## src/assert_macros.svh

```systemverilog
// shared assertion macros for the sweep sequencer
`ifndef ASSERT_MACROS_SVH
`define ASSERT_MACROS_SVH

// condition must hold on every edge out of reset
`define ASSERT_ALWAYS(name, clk, rst, cond) \
  name: assert property (@(posedge clk) disable iff (rst) (cond)) \
    else $error("invariant check failed");

// same-cycle implication
`define ASSERT_IMPLY(name, clk, rst, ante, cons) \
  name: assert property (@(posedge clk) disable iff (rst) (ante) |-> (cons)) \
    else $error("implication check failed");

// next-cycle implication
`define ASSERT_NEXT(name, clk, rst, ante, cons) \
  name: assert property (@(posedge clk) disable iff (rst) (ante) |=> (cons)) \
    else $error("next-cycle check failed");

`endif

```

## src/tss_pkg.sv

```systemverilog
package tss_pkg;

  localparam int STEP_TOTAL = 10;
  localparam int STEP_W     = 4;
  localparam int IDLE_W     = 11;
  localparam int INCR_W     = 8;

  localparam int SWEEP_SPAN        = 40000;
  localparam int SCAN_RAMP_PERIOD  = 2000;
  localparam int FIRST_RAMP_PERIOD = 10000;
  localparam int RAMP_DIV          = 10;

  localparam logic [15:0] KEY_LEVEL       = 16'd60000;
  localparam logic [15:0] OUT_MAX         = 16'd50000;
  localparam logic [15:0] START_LEVEL_RST = 16'd10000;
  localparam logic [15:0] STEP_SIZE       = 16'(SWEEP_SPAN / STEP_TOTAL);
  localparam logic [INCR_W-1:0] STEP_INCR =
    INCR_W'((SWEEP_SPAN / STEP_TOTAL) / (SCAN_RAMP_PERIOD / RAMP_DIV));
  localparam logic [IDLE_W-1:0] IDLE_WRAP = IDLE_W'(1500);

  // start_level / 1000 by reciprocal, exact for all 16-bit values
  localparam int DIVK_SH = 26;
  localparam int DIVK_D  = FIRST_RAMP_PERIOD / RAMP_DIV;
  localparam longint unsigned DIVK_M = ((64'd1 << DIVK_SH) + DIVK_D - 1) / DIVK_D;
  localparam int DIVK_PW = 16 + $clog2(DIVK_M + 1);

  // all phase periods are 2^k times 5^j with j <= 4, so timing runs on residues mod 625
  localparam int RES_MOD = 625;
  localparam int SUB_MOD = RES_MOD / 5;
  localparam int RES_W   = $clog2(RES_MOD);

  typedef logic [RES_W-1:0] res_t;

  localparam res_t WRAP_RES = RES_W'((64'd1 << 32) % RES_MOD);

  typedef enum logic [2:0] {
    PH_START = 3'd0,
    PH_WAIT  = 3'd1,
    PH_RAMP  = 3'd2,
    PH_SCAN  = 3'd3,
    PH_HOLD  = 3'd4
  } phase_t;

  typedef struct packed {
    logic [31:0] tick;
    logic [15:0] stick;
    res_t        res;
  } tss_item_t;

  // (a - b) mod 625 for a, b already reduced
  function automatic res_t res_sub(input res_t a, input res_t b);
    logic [RES_W:0] d;
    d = {1'b0, a} - {1'b0, b};
    if (d[RES_W]) begin
      d = d + (RES_W+1)'(RES_MOD);
    end
    return d[RES_W-1:0];
  endfunction

  // 16 = 1 mod 5, so folding nibbles keeps the residue
  function automatic logic mod5_zero(input res_t e);
    logic [6:0] s1;
    logic [4:0] s2;
    logic [4:0] s3;
    s1 = 7'(e[RES_W-1:4]) + 7'(e[3:0]);
    s2 = 5'(s1[6:4]) + 5'(s1[3:0]);
    s3 = 5'(s2[4]) + 5'(s2[3:0]);
    return (s3 == 5'd0) || (s3 == 5'd5) || (s3 == 5'd10) || (s3 == 5'd15);
  endfunction

  function automatic logic mod125_zero(input res_t e);
    return (e == RES_W'(0)) || (e == RES_W'(SUB_MOD)) || (e == RES_W'(2 * SUB_MOD)) ||
           (e == RES_W'(3 * SUB_MOD)) || (e == RES_W'(4 * SUB_MOD));
  endfunction

endpackage

```

## src/thrust_sweep_sequencer_unit.sv

```systemverilog
// datapath: an accepted item passes the residue stages, then the sequencer stage that loads
//   the result register
// throughput: one item per cycle while m_tready holds; every stage has its own valid and takes
//   a new item as soon as the stage after it moves on
// reset: synchronous rst empties the pipeline, clears the sequencer state and sets
//   start_level to 10000; no clearing pass, items are taken on the first cycle after reset
module thrust_sweep_sequencer_unit
  import tss_pkg::*;
(
  input  logic        clk,
  input  logic        rst,
  input  logic        cfg_we,
  input  logic [15:0] cfg_wdata,     // start_level
  input  logic        s_tvalid,
  output logic        s_tready,
  input  logic [47:0] s_tdata,       // [31:0] tick, [47:32] stick_thrust
  output logic        m_tvalid,
  input  logic        m_tready,
  output logic [15:0] m_tdata,       // [15:0] thrust_command
  output logic [1:0]  m_tuser        // [0] indicator, [1] save_pulse
);

  logic [15:0] start_level;
  logic        res_valid, res_ready;
  tss_item_t   res_item;

  always_ff @(posedge clk) begin
    if (rst) begin
      start_level <= START_LEVEL_RST;
    end else if (cfg_we) begin
      start_level <= cfg_wdata;
    end
  end

  tss_residue u_residue (
    .clk       (clk),
    .rst       (rst),
    .in_valid  (s_tvalid),
    .in_ready  (s_tready),
    .in_tick   (s_tdata[31:0]),
    .in_stick  (s_tdata[47:32]),
    .out_valid (res_valid),
    .out_ready (res_ready),
    .out_item  (res_item)
  );

  tss_core u_core (
    .clk            (clk),
    .rst            (rst),
    .start_level    (start_level),
    .in_valid       (res_valid),
    .in_ready       (res_ready),
    .in_item        (res_item),
    .out_valid      (m_tvalid),
    .out_ready      (m_tready),
    .thrust_command (m_tdata),
    .indicator      (m_tuser[0]),
    .save_pulse     (m_tuser[1])
  );

endmodule

```

## src/tss_residue.sv

```systemverilog
`include "assert_macros.svh"

module tss_residue
  import tss_pkg::*;
(
  input  logic        clk,
  input  logic        rst,
  input  logic        in_valid,
  output logic        in_ready,
  input  logic [31:0] in_tick,
  input  logic [15:0] in_stick,
  output logic        out_valid,
  input  logic        out_ready,
  output tss_item_t   out_item
);

  localparam int W_B1     = (1 << 8) % RES_MOD;
  localparam int W_B2     = (1 << 16) % RES_MOD;
  localparam int W_B3     = (1 << 24) % RES_MOD;
  localparam int S_MAX    = 255 * (1 + W_B1 + W_B2 + W_B3);
  localparam int S_W      = $clog2(S_MAX + 1);
  localparam int Q_W      = $clog2(S_MAX / RES_MOD + 1);
  localparam int RECIP_SH = 22;
  localparam int RECIP_M  = (1 << RECIP_SH) / RES_MOD;
  localparam int PROD_W   = S_W + $clog2(RECIP_M + 1);

  logic              v1, v2, v3, v4;
  logic              free1, free2, free3, free4;
  logic [31:0]       tick1, tick2, tick3;
  logic [15:0]       stick1, stick2, stick3;
  logic [S_W-1:0]    s2, s3;
  logic [Q_W-1:0]    q3;
  tss_item_t         item4;

  logic [S_W-1:0]    s_next;
  logic [PROD_W-1:0] prod_q;
  logic [Q_W-1:0]    q_next;
  logic [S_W-1:0]    r_raw;
  logic [S_W-1:0]    r_fix;

  assign free4    = !v4 || out_ready;
  assign free3    = !v3 || free4;
  assign free2    = !v2 || free3;
  assign free1    = !v1 || free2;
  assign in_ready = free1;

  // weighted byte sum keeps tick mod 625
  assign s_next = S_W'(tick1[7:0]) +
                  S_W'(tick1[15:8]) * S_W'(W_B1) +
                  S_W'(tick1[23:16]) * S_W'(W_B2) +
                  S_W'(tick1[31:24]) * S_W'(W_B3);

  // quotient estimate is exact or one short
  assign prod_q = PROD_W'(s2) * PROD_W'(RECIP_M);
  assign q_next = prod_q[RECIP_SH +: Q_W];

  assign r_raw = s3 - S_W'(q3) * S_W'(RES_MOD);
  assign r_fix = (r_raw >= S_W'(RES_MOD)) ? r_raw - S_W'(RES_MOD) : r_raw;

  always_ff @(posedge clk) begin
    if (rst) begin
      v1 <= 1'b0;
      v2 <= 1'b0;
      v3 <= 1'b0;
      v4 <= 1'b0;
    end else begin
      if (free1) v1 <= in_valid;
      if (free2) v2 <= v1;
      if (free3) v3 <= v2;
      if (free4) v4 <= v3;
    end
  end

  always_ff @(posedge clk) begin
    if (free1) begin
      tick1  <= in_tick;
      stick1 <= in_stick;
    end
    if (free2) begin
      tick2  <= tick1;
      stick2 <= stick1;
      s2     <= s_next;
    end
    if (free3) begin
      tick3  <= tick2;
      stick3 <= stick2;
      s3     <= s2;
      q3     <= q_next;
    end
    if (free4) begin
      item4.tick  <= tick3;
      item4.stick <= stick3;
      item4.res   <= RES_W'(r_fix);
    end
  end

  assign out_valid = v4;
  assign out_item  = item4;

  `ASSERT_IMPLY(a_sum_bound, clk, rst, v2, s2 <= S_W'(S_MAX))
  `ASSERT_IMPLY(a_quot_close, clk, rst, v3, r_raw < S_W'(2 * RES_MOD))
  `ASSERT_IMPLY(a_res_range, clk, rst, v4, item4.res < RES_W'(RES_MOD))

endmodule

```

## src/tss_core.sv

```systemverilog
`include "assert_macros.svh"

module tss_core
  import tss_pkg::*;
(
  input  logic        clk,
  input  logic        rst,
  input  logic [15:0] start_level,
  input  logic        in_valid,
  output logic        in_ready,
  input  tss_item_t   in_item,
  output logic        out_valid,
  input  logic        out_ready,
  output logic [15:0] thrust_command,
  output logic        indicator,
  output logic        save_pulse
);

  logic               running, running_next;
  logic               key_armed, key_armed_next;
  phase_t             phase, phase_next;
  logic [31:0]        pst, pst_next;
  res_t               pst_res, pst_res_next;
  logic [15:0]        target_level, target_level_next;
  logic [15:0]        current_level, current_level_next;
  logic [INCR_W-1:0]  ramp_incr, ramp_incr_next;
  logic               scan_mode, scan_mode_next;
  logic [STEP_W-1:0]  step_count, step_count_next;
  logic [IDLE_W-1:0]  idle_count, idle_count_next;
  logic               indicator_on, indicator_on_next;
  logic               pulse_next;
  logic [15:0]        thrust_next;

  logic [INCR_W-1:0]  first_incr;
  logic [DIVK_PW-1:0] divk_prod;

  logic               res_ind, res_pulse;
  logic [15:0]        res_thrust;

  logic               ld;
  logic               armed_tmp, toggle, run_now;
  logic               borrow;
  res_t               e0, e;
  logic [3:0]         low;
  logic               z625, z125;
  logic               end_wait, end_first, end_scan_ramp, end_dwell, ramp_step;

  assign in_ready = !out_valid || out_ready;
  assign ld       = in_valid && in_ready;

  assign divk_prod = DIVK_PW'(start_level) * DIVK_PW'(DIVK_M);

  always_ff @(posedge clk) begin
    if (rst) begin
      first_incr <= INCR_W'(START_LEVEL_RST / 16'(DIVK_D));
    end else begin
      first_incr <= divk_prod[DIVK_SH +: INCR_W];
    end
  end

  // phase timing from residues of tick and phase start
  assign borrow = in_item.tick < pst;
  assign e0     = res_sub(in_item.res, pst_res);
  // a wrapped tick adds 2^32 to the elapsed count
  assign e      = borrow ? res_sub(e0, RES_W'(RES_MOD) - WRAP_RES) : e0;
  assign low    = in_item.tick[3:0] - pst[3:0];
  assign z625   = (e == '0);
  assign z125   = mod125_zero(e);

  assign end_wait      = (low[2:0] == 3'd0) && z125;
  assign end_first     = (low == 4'd0) && z625;
  assign end_scan_ramp = (low == 4'd0) && z125;
  assign end_dwell     = (low[2:0] == 3'd0) && z625;
  assign ramp_step     = !low[0] && mod5_zero(e);

  // stick acts as a start/stop key
  assign armed_tmp = key_armed || (in_item.stick > KEY_LEVEL);
  assign toggle    = armed_tmp && (in_item.stick < KEY_LEVEL);
  assign run_now   = running ^ toggle;

  always_comb begin
    running_next       = run_now;
    key_armed_next     = armed_tmp && !toggle;
    phase_next         = phase;
    pst_next           = pst;
    pst_res_next       = pst_res;
    target_level_next  = target_level;
    current_level_next = current_level;
    ramp_incr_next     = ramp_incr;
    scan_mode_next     = scan_mode;
    step_count_next    = step_count;
    idle_count_next    = idle_count;
    indicator_on_next  = indicator_on;
    pulse_next         = 1'b0;

    if (run_now) begin
      idle_count_next = '0;
      unique case (phase)
        PH_START: begin
          indicator_on_next = 1'b1;
          phase_next        = PH_WAIT;
          pst_next          = in_item.tick;
          pst_res_next      = in_item.res;
        end
        PH_WAIT: begin
          if (end_wait) begin
            target_level_next = start_level;
            ramp_incr_next    = first_incr;
            phase_next        = PH_RAMP;
            pst_next          = in_item.tick;
            pst_res_next      = in_item.res;
          end
        end
        PH_RAMP: begin
          if (scan_mode ? end_scan_ramp : end_first) begin
            current_level_next = target_level;
            phase_next         = PH_SCAN;
            pst_next           = in_item.tick;
            pst_res_next       = in_item.res;
            if (!scan_mode) begin
              scan_mode_next  = 1'b1;
              step_count_next = '0;
            end
          end else if (ramp_step) begin
            current_level_next = current_level + 16'(ramp_incr);
          end
        end
        PH_SCAN: begin
          if (end_dwell) begin
            pst_next     = in_item.tick;
            pst_res_next = in_item.res;
            if (step_count < STEP_W'(STEP_TOTAL)) begin
              step_count_next   = step_count + STEP_W'(1);
              target_level_next = current_level + STEP_SIZE;
              ramp_incr_next    = STEP_INCR;
              phase_next        = PH_RAMP;
            end else begin
              target_level_next  = '0;
              current_level_next = '0;
              indicator_on_next  = 1'b0;
              phase_next         = PH_HOLD;
            end
          end
        end
        default: begin
          target_level_next  = '0;
          current_level_next = '0;
        end
      endcase
    end else begin
      if (idle_count > IDLE_WRAP) begin
        idle_count_next = '0;
        pulse_next      = 1'b1;
      end else begin
        idle_count_next = idle_count + IDLE_W'(1);
      end
      indicator_on_next  = 1'b0;
      target_level_next  = '0;
      current_level_next = '0;
      phase_next         = PH_START;
      scan_mode_next     = 1'b0;
      pst_next           = in_item.tick;
      pst_res_next       = in_item.res;
    end

    thrust_next = (current_level_next > OUT_MAX) ? OUT_MAX : current_level_next;
  end

  always_ff @(posedge clk) begin
    if (rst) begin
      running       <= 1'b0;
      key_armed     <= 1'b0;
      phase         <= PH_START;
      pst           <= '0;
      pst_res       <= '0;
      target_level  <= '0;
      current_level <= '0;
      ramp_incr     <= '0;
      scan_mode     <= 1'b0;
      step_count    <= '0;
      idle_count    <= '0;
      indicator_on  <= 1'b0;
    end else if (ld) begin
      running       <= running_next;
      key_armed     <= key_armed_next;
      phase         <= phase_next;
      pst           <= pst_next;
      pst_res       <= pst_res_next;
      target_level  <= target_level_next;
      current_level <= current_level_next;
      ramp_incr     <= ramp_incr_next;
      scan_mode     <= scan_mode_next;
      step_count    <= step_count_next;
      idle_count    <= idle_count_next;
      indicator_on  <= indicator_on_next;
    end
  end

  always_ff @(posedge clk) begin
    if (rst) begin
      out_valid <= 1'b0;
    end else if (in_ready) begin
      out_valid <= in_valid;
    end
  end

  always_ff @(posedge clk) begin
    if (ld) begin
      res_thrust <= thrust_next;
      res_ind    <= indicator_on_next;
      res_pulse  <= pulse_next;
    end
  end

  assign thrust_command = res_thrust;
  assign indicator      = res_ind;
  assign save_pulse     = res_pulse;

  `ASSERT_IMPLY(a_ind_phase, clk, rst, indicator_on,
                running && phase != PH_START && phase != PH_HOLD)
  `ASSERT_IMPLY(a_pulse_idle, clk, rst, out_valid && res_pulse, !running)
  `ASSERT_ALWAYS(a_step_bound, clk, rst, step_count <= STEP_W'(STEP_TOTAL))
  `ASSERT_NEXT(a_idle_clear, clk, rst, ld && !run_now,
               phase == PH_START && current_level == '0 && !indicator_on)

endmodule

```

## config.mk

```make
export PLATFORM = sky130hd
export DESIGN_NAME = thrust_sweep_sequencer_unit
export DESIGN_NICKNAME = d
export VERILOG_FILES = /design/src/tss_pkg.sv /design/src/thrust_sweep_sequencer_unit.sv /design/src/tss_residue.sv /design/src/tss_core.sv
export VERILOG_INCLUDE_DIRS = /design/src /design/src/src
export SDC_FILE = /design/constraint.sdc
export NUM_CORES = 1
export LEC_CHECK = 0
export BUFFER_PORTS_ARGS = -buffer_cell sky130_fd_sc_hd__buf_2
export CAP_MARGIN = 5
export CORE_ASPECT_RATIO = 0.9
export CORE_UTILIZATION = 40
export CTS_BUF_LIST = sky130_fd_sc_hd__clkbuf_4 sky130_fd_sc_hd__clkbuf_8 sky130_fd_sc_hd__clkbuf_16
export DETAILED_ROUTE_END_ITERATION = 6
export GPL_ROUTABILITY_DRIVEN = 0
export HOLD_SLACK_MARGIN = 0.06
export MAX_ROUTING_LAYER = met4
export PLACE_DENSITY = 0.57
export SYNTH_ARGS = -nofsm -noshare
export SYNTH_HDL_FRONTEND = slang
export SYNTH_SLANG_ARGS = --single-unit
```

## constraint.sdc

```tcl
create_clock -name clk -period 10.7 [get_ports clk]
set_clock_uncertainty 0.15 [all_clocks]
set_input_delay 2.14 -clock clk [delete_from_list [all_inputs] [get_ports clk]]
set_output_delay 2.14 -clock clk [all_outputs]
set_load 0.03 [all_outputs]
```

==> out/metrics.cfg, run 1 <==
[synthesis]
ys_seq_area_share_pct = 37.25
synth_flop_cell = edfxtp_1
ys_seq_elements = 398
syn_area_um2 = 28570
ys_types = 85
synth_edf_count = 267
synth_area_leaders = edfxtp_1 (28%), ha_1 (18%), fa_1 (13%), dfxtp_1 (9.2%), inv_1 (5.8%)
avgSynthCellArea_um2 = 10.63
synth_top_family_by_area = adder cells
synth_fa_ha_area_share_pct = 31.31
yosys_warnings = 0
synthCells = 2688
synth_xor_area_share_pct = 3.460
synth_top_cell_area_share_pct = 28.07
synth_nets = 3362
synth-compound-area-share_pct = 10.70
yosysTopAreaCell = edfxtp_1
synthArstFlopShare_pct = 0
synthSimpleGateAreaFrac_pct = 9.364
synth_mux_area_share_pct = 1.073

[timing]
setup_slack_ns = 0.9483
hold_violations = 0
setup_viol = 0
maxSlewViolCount = 0
fin_crit_ns = 9.752
rsz0062_at_grt = no
worst_pin_slew_ns = 1.144
finalCritPeriodShare_pct = 91.14
fmax_mhz = 102.5
setup_tns_ns = 0
slew_headroom_pct = 22.90
holdWs_ns = 0.2655

[clock_tree]
clock_latency_ns = 0.59
htreeDepth = 2
tritoncts.num_buffers = 45
clkTransAtPathRegs_ns = 0.06
ctsLongestPathBuffers = 3
post_cts_buffers = 0
cts.sinks = 398
cts_tree = done
cts_resized = 0
hold_buffers = 0
clockRootBuffer = clkbuf_16

[route]
dr_total_vias = 18931
vias_per_cell = 5.048
drt-initial-drc-count = 758
wl_per_cell_um = 15.60
first_pass_iters = 5
drc = 0
drt-total-wl_mm = 58.51
ant_nets = 0

[setup_path]
crit_fanout = 10
start_kind = flip-flop
end_kind = flip-flop
rrSetupSlack_ns = 0.95
worstSetupPathType = reg2reg
worst-r2r-cell-count = 42
critPathCapture = u_core.thrust_command[1]$_SDFFCE_PN0P_
slowest_delay_ns = 0.50
arrival_ns = 9.92
startpoint = u_residue.out_item[0]$_DFFE_PP_
slowest_stage = or4_1
r2r-start = u_residue.out_item[0]$_DFFE_PP_
r2r-end = u_core.thrust_command[1]$_SDFFCE_PN0P_
cp.required_ns = 10.87

[grt]
grt.total_usage_pct = 16.95
grt_pass1_wl_mm = 98.56
grt_overflow = 0
grt_pass1_vias = 19731
antenna_found_initial = 1
grt_max_degree = 75

[floorplanning]
dieHeight_um = 255.5
dieArea_um2 = 72490
rows = 92
core-area_um2 = 70330
die_w_um = 283.7
ios = 89
start_util_pct = 40.62

[min_path]
hp-class = reg2reg

[placement]
dp_slack_ns = 0.8201
port_buffers = 88
hpwl_mm = 44.94

[finish]
nFillCells = 6513
area_delta_synth_final_pct = 10.78
layout-drive-gt1-share_pct = 7.974
nets = 3446

[run_status]
status = finished clean

[flow_run]
max_cap_viol_count = 0

cells by family (layout without fill, tap and decap cells):
| family | count (synthesis) | in the layout |
|---|---|---|
| adder cells (fa/ha/maj) | 605 | 605 |
| AND/OR/NAND/NOR | 570 | 570 |
| buffers and inverters | 513 | 634 |
| AO/OA/AOI/OAI | 460 | 460 |
| flip-flops | 398 | 398 |
| XOR/XNOR | 112 | 112 |
| multiplexers | 30 | 30 |
| other | 0 | 1 |
critical path: cells and delay by family, from the launching register on:
kind / cells / cell delay, ns
mux: 1 / 0.31
fa+ha+maj: 8 / 2.22
simple gates: 11 / 2.73
xor+xnor: 3 / 0.79
buf+inv: 5 / 0.29
flops: 1 / 0.38
compound gates: 14 / 2.63
layer usage:
layer	vias to the layer above	global-route usage, %	wire, um
li1	9381	-	-
met1	9181	22.30	27780
met2	296	28.00	27890
met3	73	2.175	1879
met4	0	3.453	956
met5	-	-	0
Yosys cell counts, types with 27 or more instances:
library cell and n:
dfxtp_1 131, inv_1 443, nor2_1 162, ha_1 422, nand2_1 182, o21a_1 35
a21oi_1 150, o21ai_0 72, xor2_1 37, clkbuf_1 53, fa_1 183, a21o_1 30
xnor2_1 74, nand3_1 30, nor3_1 60, edfxtp_1 267, nor2b_1 27
state kept, by name, indices dropped and copies added, names as in the netlist, 19 cells and up:
name                flops
u_residue.out_item     58
u_core.pst             32
u_residue.tick1        32
u_residue.tick3        32
u_residue.s2           19
u_residue.s3           19
u_residue.tick2        32
area by class of cell:
type	count	area, um2	share of cell area [%]
Multi-Input combinational cell	1777	16010	50.60
Sequential cell	398	10640	33.62
Inverter	444	1667	5.266
Clock buffer	62	1309	4.135
Tap cell	940	1176	3.716
Timing Repair Buffer	106	581.8	1.838
Clock inverter	22	259.0	0.8184
Antenna cell	1	2.502	0.007907
cells in the final DEF, fill, tap and decap left out, types with 7 or more instances in the layout:
master / count
nand2b_1: 13
ha_1: 422
edfxtp_1: 267
nor2b_1: 27
xnor2_1: 74
nand3_1: 29
or3_1: 11
a21o_1: 30
o21ai_1: 8
nor2_1: 162
and3_1: 21
nor4_1: 12
nand4_1: 12
inv_1: 442
o31ai_1: 9
a31oi_1: 15
clkinv_1: 7
o211ai_1: 19
clkbuf_16: 46
o21ai_0: 71
a211oi_1: 22
fa_1: 183
buf_4: 18
buf_2: 87
o21a_1: 35
mux2i_1: 25
xor2_1: 36
nor3_1: 60
a311oi_1: 7
clkbuf_4: 10
dfxtp_1: 131
nand2_1: 180
o21bai_1: 9
a21oi_1: 150
a22oi_1: 20
metrics by stage:
step / util [%] / instance area (um2) / instances
5_1_grt: 45.00 / 31650 / 3750
3_5_place_dp: 42.73 / 30060 / 3664
3_3_place_gp: 42.73 / 30060 / 3664
6_report: 45.00 / 31650 / 3750
2_1_floorplan: - / 28570 / 2688
4_1_cts: 44.96 / 31620 / 3748
worst min path at each step:
stage                                        from                               end  slack, ns  depth (start not counted)
finish              u_residue.tick3[31]$_DFFE_PP_  u_residue.out_item[57]$_DFFE_PP_       0.27                          0
global route        u_residue.tick3[31]$_DFFE_PP_  u_residue.out_item[57]$_DFFE_PP_       0.27                          0
CTS                 u_residue.tick2[14]$_DFFE_PP_     u_residue.tick3[14]$_DFFE_PP_       0.27                          0
detailed placement  u_residue.stick3[6]$_DFFE_PP_  u_residue.out_item[16]$_DFFE_PP_       0.25                          0
global placement    u_residue.stick3[1]$_DFFE_PP_  u_residue.out_item[11]$_DFFE_PP_       0.25                          0
floorplan           u_residue.stick3[0]$_DFFE_PP_  u_residue.out_item[10]$_DFFE_PP_       0.25                          0
Power of run 1 is not shown: default switching activity piles up to over one toggle a cycle in this logic, so the estimate is an artifact.
==> inputs of run 2 (changes only) <==
--- a/config.mk
+++ b/config.mk
@@ -11,10 +11,10 @@
 export CORE_ASPECT_RATIO = 0.9
 export CORE_UTILIZATION = 40
 export CTS_BUF_LIST = sky130_fd_sc_hd__clkbuf_4 sky130_fd_sc_hd__clkbuf_8 sky130_fd_sc_hd__clkbuf_16
+export CTS_CLUSTER_DIAMETER = 120
 export DETAILED_ROUTE_END_ITERATION = 6
 export GPL_ROUTABILITY_DRIVEN = 0
 export HOLD_SLACK_MARGIN = 0.06
-export MAX_ROUTING_LAYER = met4
 export PLACE_DENSITY = 0.57
 export SYNTH_ARGS = -nofsm -noshare
 export SYNTH_HDL_FRONTEND = slang
==> constraint.sdc (replaced) <==
create_clock -name clk -period 10.7 [get_ports clk]
set_clock_uncertainty 0.15 [all_clocks]
set_input_delay 1.605 -clock clk [delete_from_list [all_inputs] [get_ports clk]]
set_output_delay 1.605 -clock clk [all_outputs]
set_load 0.03 [all_outputs]
==> out/metrics.cfg, run 2 (synthesis gave the netlist of run 1 again) <==
[grt]
grt_overflow = 0
grt_pass1_vias = 19737
antenna_found_initial = 1
grt.total_usage_pct = 16.45
grt_pass1_wl_mm = 98.51
grt_max_degree = 75

[timing]
slew_headroom_pct = 24.62
fmax_mhz = 102.9
worst_pin_slew_ns = 1.119
holdWs_ns = 0.2652
finalCritPeriodShare_pct = 90.81
setup_viol = 0
maxSlewViolCount = 0
rsz0062_at_grt = no
setup_tns_ns = 0
hold_violations = 0
fin_crit_ns = 9.717

[route]
drt-total-wl_mm = 58.54
ant_nets = 0
wl_per_cell_um = 15.62
drt-initial-drc-count = 809
vias_per_cell = 5.049
drc = 0
first_pass_iters = 5
dr_total_vias = 18928

[clock_tree]
clock_latency_ns = 0.59
cts.sinks = 398
cts_tree = done
htreeDepth = 2
cts_resized = 0
clockRootBuffer = clkbuf_16
hold_buffers = 0
tritoncts.num_buffers = 45
post_cts_buffers = 0
ctsLongestPathBuffers = 3
clkTransAtPathRegs_ns = 0.06

[floorplanning]
die_w_um = 283.7
start_util_pct = 40.62
ios = 89
core-area_um2 = 70330
dieArea_um2 = 72490
dieHeight_um = 255.5
rows = 92

[setup_path]
slowest_stage = or4_1
path_buf_inv = 5
worstSetupPathType = reg2reg
end_kind = flip-flop
slowest_delay_ns = 0.50
crit_fanout = 10
cp.required_ns = 10.87
arrival_ns = 9.89
start_kind = flip-flop
path_delay_family = simple AND/OR/NAND/NOR gates

[finish]
layout-drive-gt1-share_pct = 7.974
area_delta_synth_final_pct = 10.76
diodes = 0
nets = 3446
final_common_cell = inv_1
nFillCells = 6512
final_cell_mix = inv_1 (442), ha_1 (422), edfxtp_1 (267), fa_1 (183), nand2_1 (180)
largest_reg_flops = 58

[run_status]
status = finished clean

[placement]
port_buffers = 88
hpwl_mm = 44.94

[min_path]
hp-class = reg2reg

[flow_run]
max_cap_viol_count = 0

[run 2: changes by cell type in the layout (fill, tap and decap cells not counted)]
cell / change
buf_4: +1
diode_2: -1
buf_6: -1
[run 2: layer usage]
metal | vias to the layer above | wire length, um | global-route usage (%)
met5 | - | 13 | 0
li1 | 9379 | - | -
met2 | 308 | 27940 | 28.00
met4 | 2 | 937 | 3.453
met1 | 9170 | 27670 | 22.30
met3 | 69 | 1972 | 2.175
[run 2: metrics by stage]
| stage | cell area [um2] | setup slack (ns) | std cells | utilization (%) |
|---|---|---|---|---|
| 2_1_floorplan | 28570 | 1.481 | 2688 | - |
| 3_3_place_gp | 30060 | 1.011 | 3664 | 42.73 |
| 3_5_place_dp | 30060 | 0.8201 | 3664 | 42.73 |
| 4_1_cts | 31620 | 0.7748 | 3748 | 44.96 |
| 5_1_grt | 31640 | 0.03321 | 3749 | 44.99 |
| 6_report | 31640 | 0.9833 | 3749 | 44.99 |
[run 2: cell type report]
cell class / count / area, um2 / area share [%]
multi-input cells: 1777 / 16010 / 50.61
flip-flops and latches: 398 / 10640 / 33.63
inverters: 444 / 1667 / 5.267
clock buffers: 62 / 1309 / 4.136
well taps: 940 / 1176 / 3.717
repair buffers: 106 / 578.1 / 1.827
clock inverters: 22 / 259.0 / 0.8185
[run 2: final timing paths]
path / endpoint / depth (start not counted) / start / slack (ns)
setup / recovery: u_core.thrust_command[1]$_SDFFCE_PN0P_ / 42 / u_residue.out_item[0]$_DFFE_PP_ / 0.98
setup reg to reg: u_core.thrust_command[1]$_SDFFCE_PN0P_ / 42 / u_residue.out_item[0]$_DFFE_PP_ / 0.98
hold / removal: u_residue.out_item[57]$_DFFE_PP_ / 0 / u_residue.tick3[31]$_DFFE_PP_ / 0.27
hold reg to reg: u_residue.out_item[57]$_DFFE_PP_ / 0 / u_residue.tick3[31]$_DFFE_PP_ / 0.27
Power of run 2 is left out for the same reason.
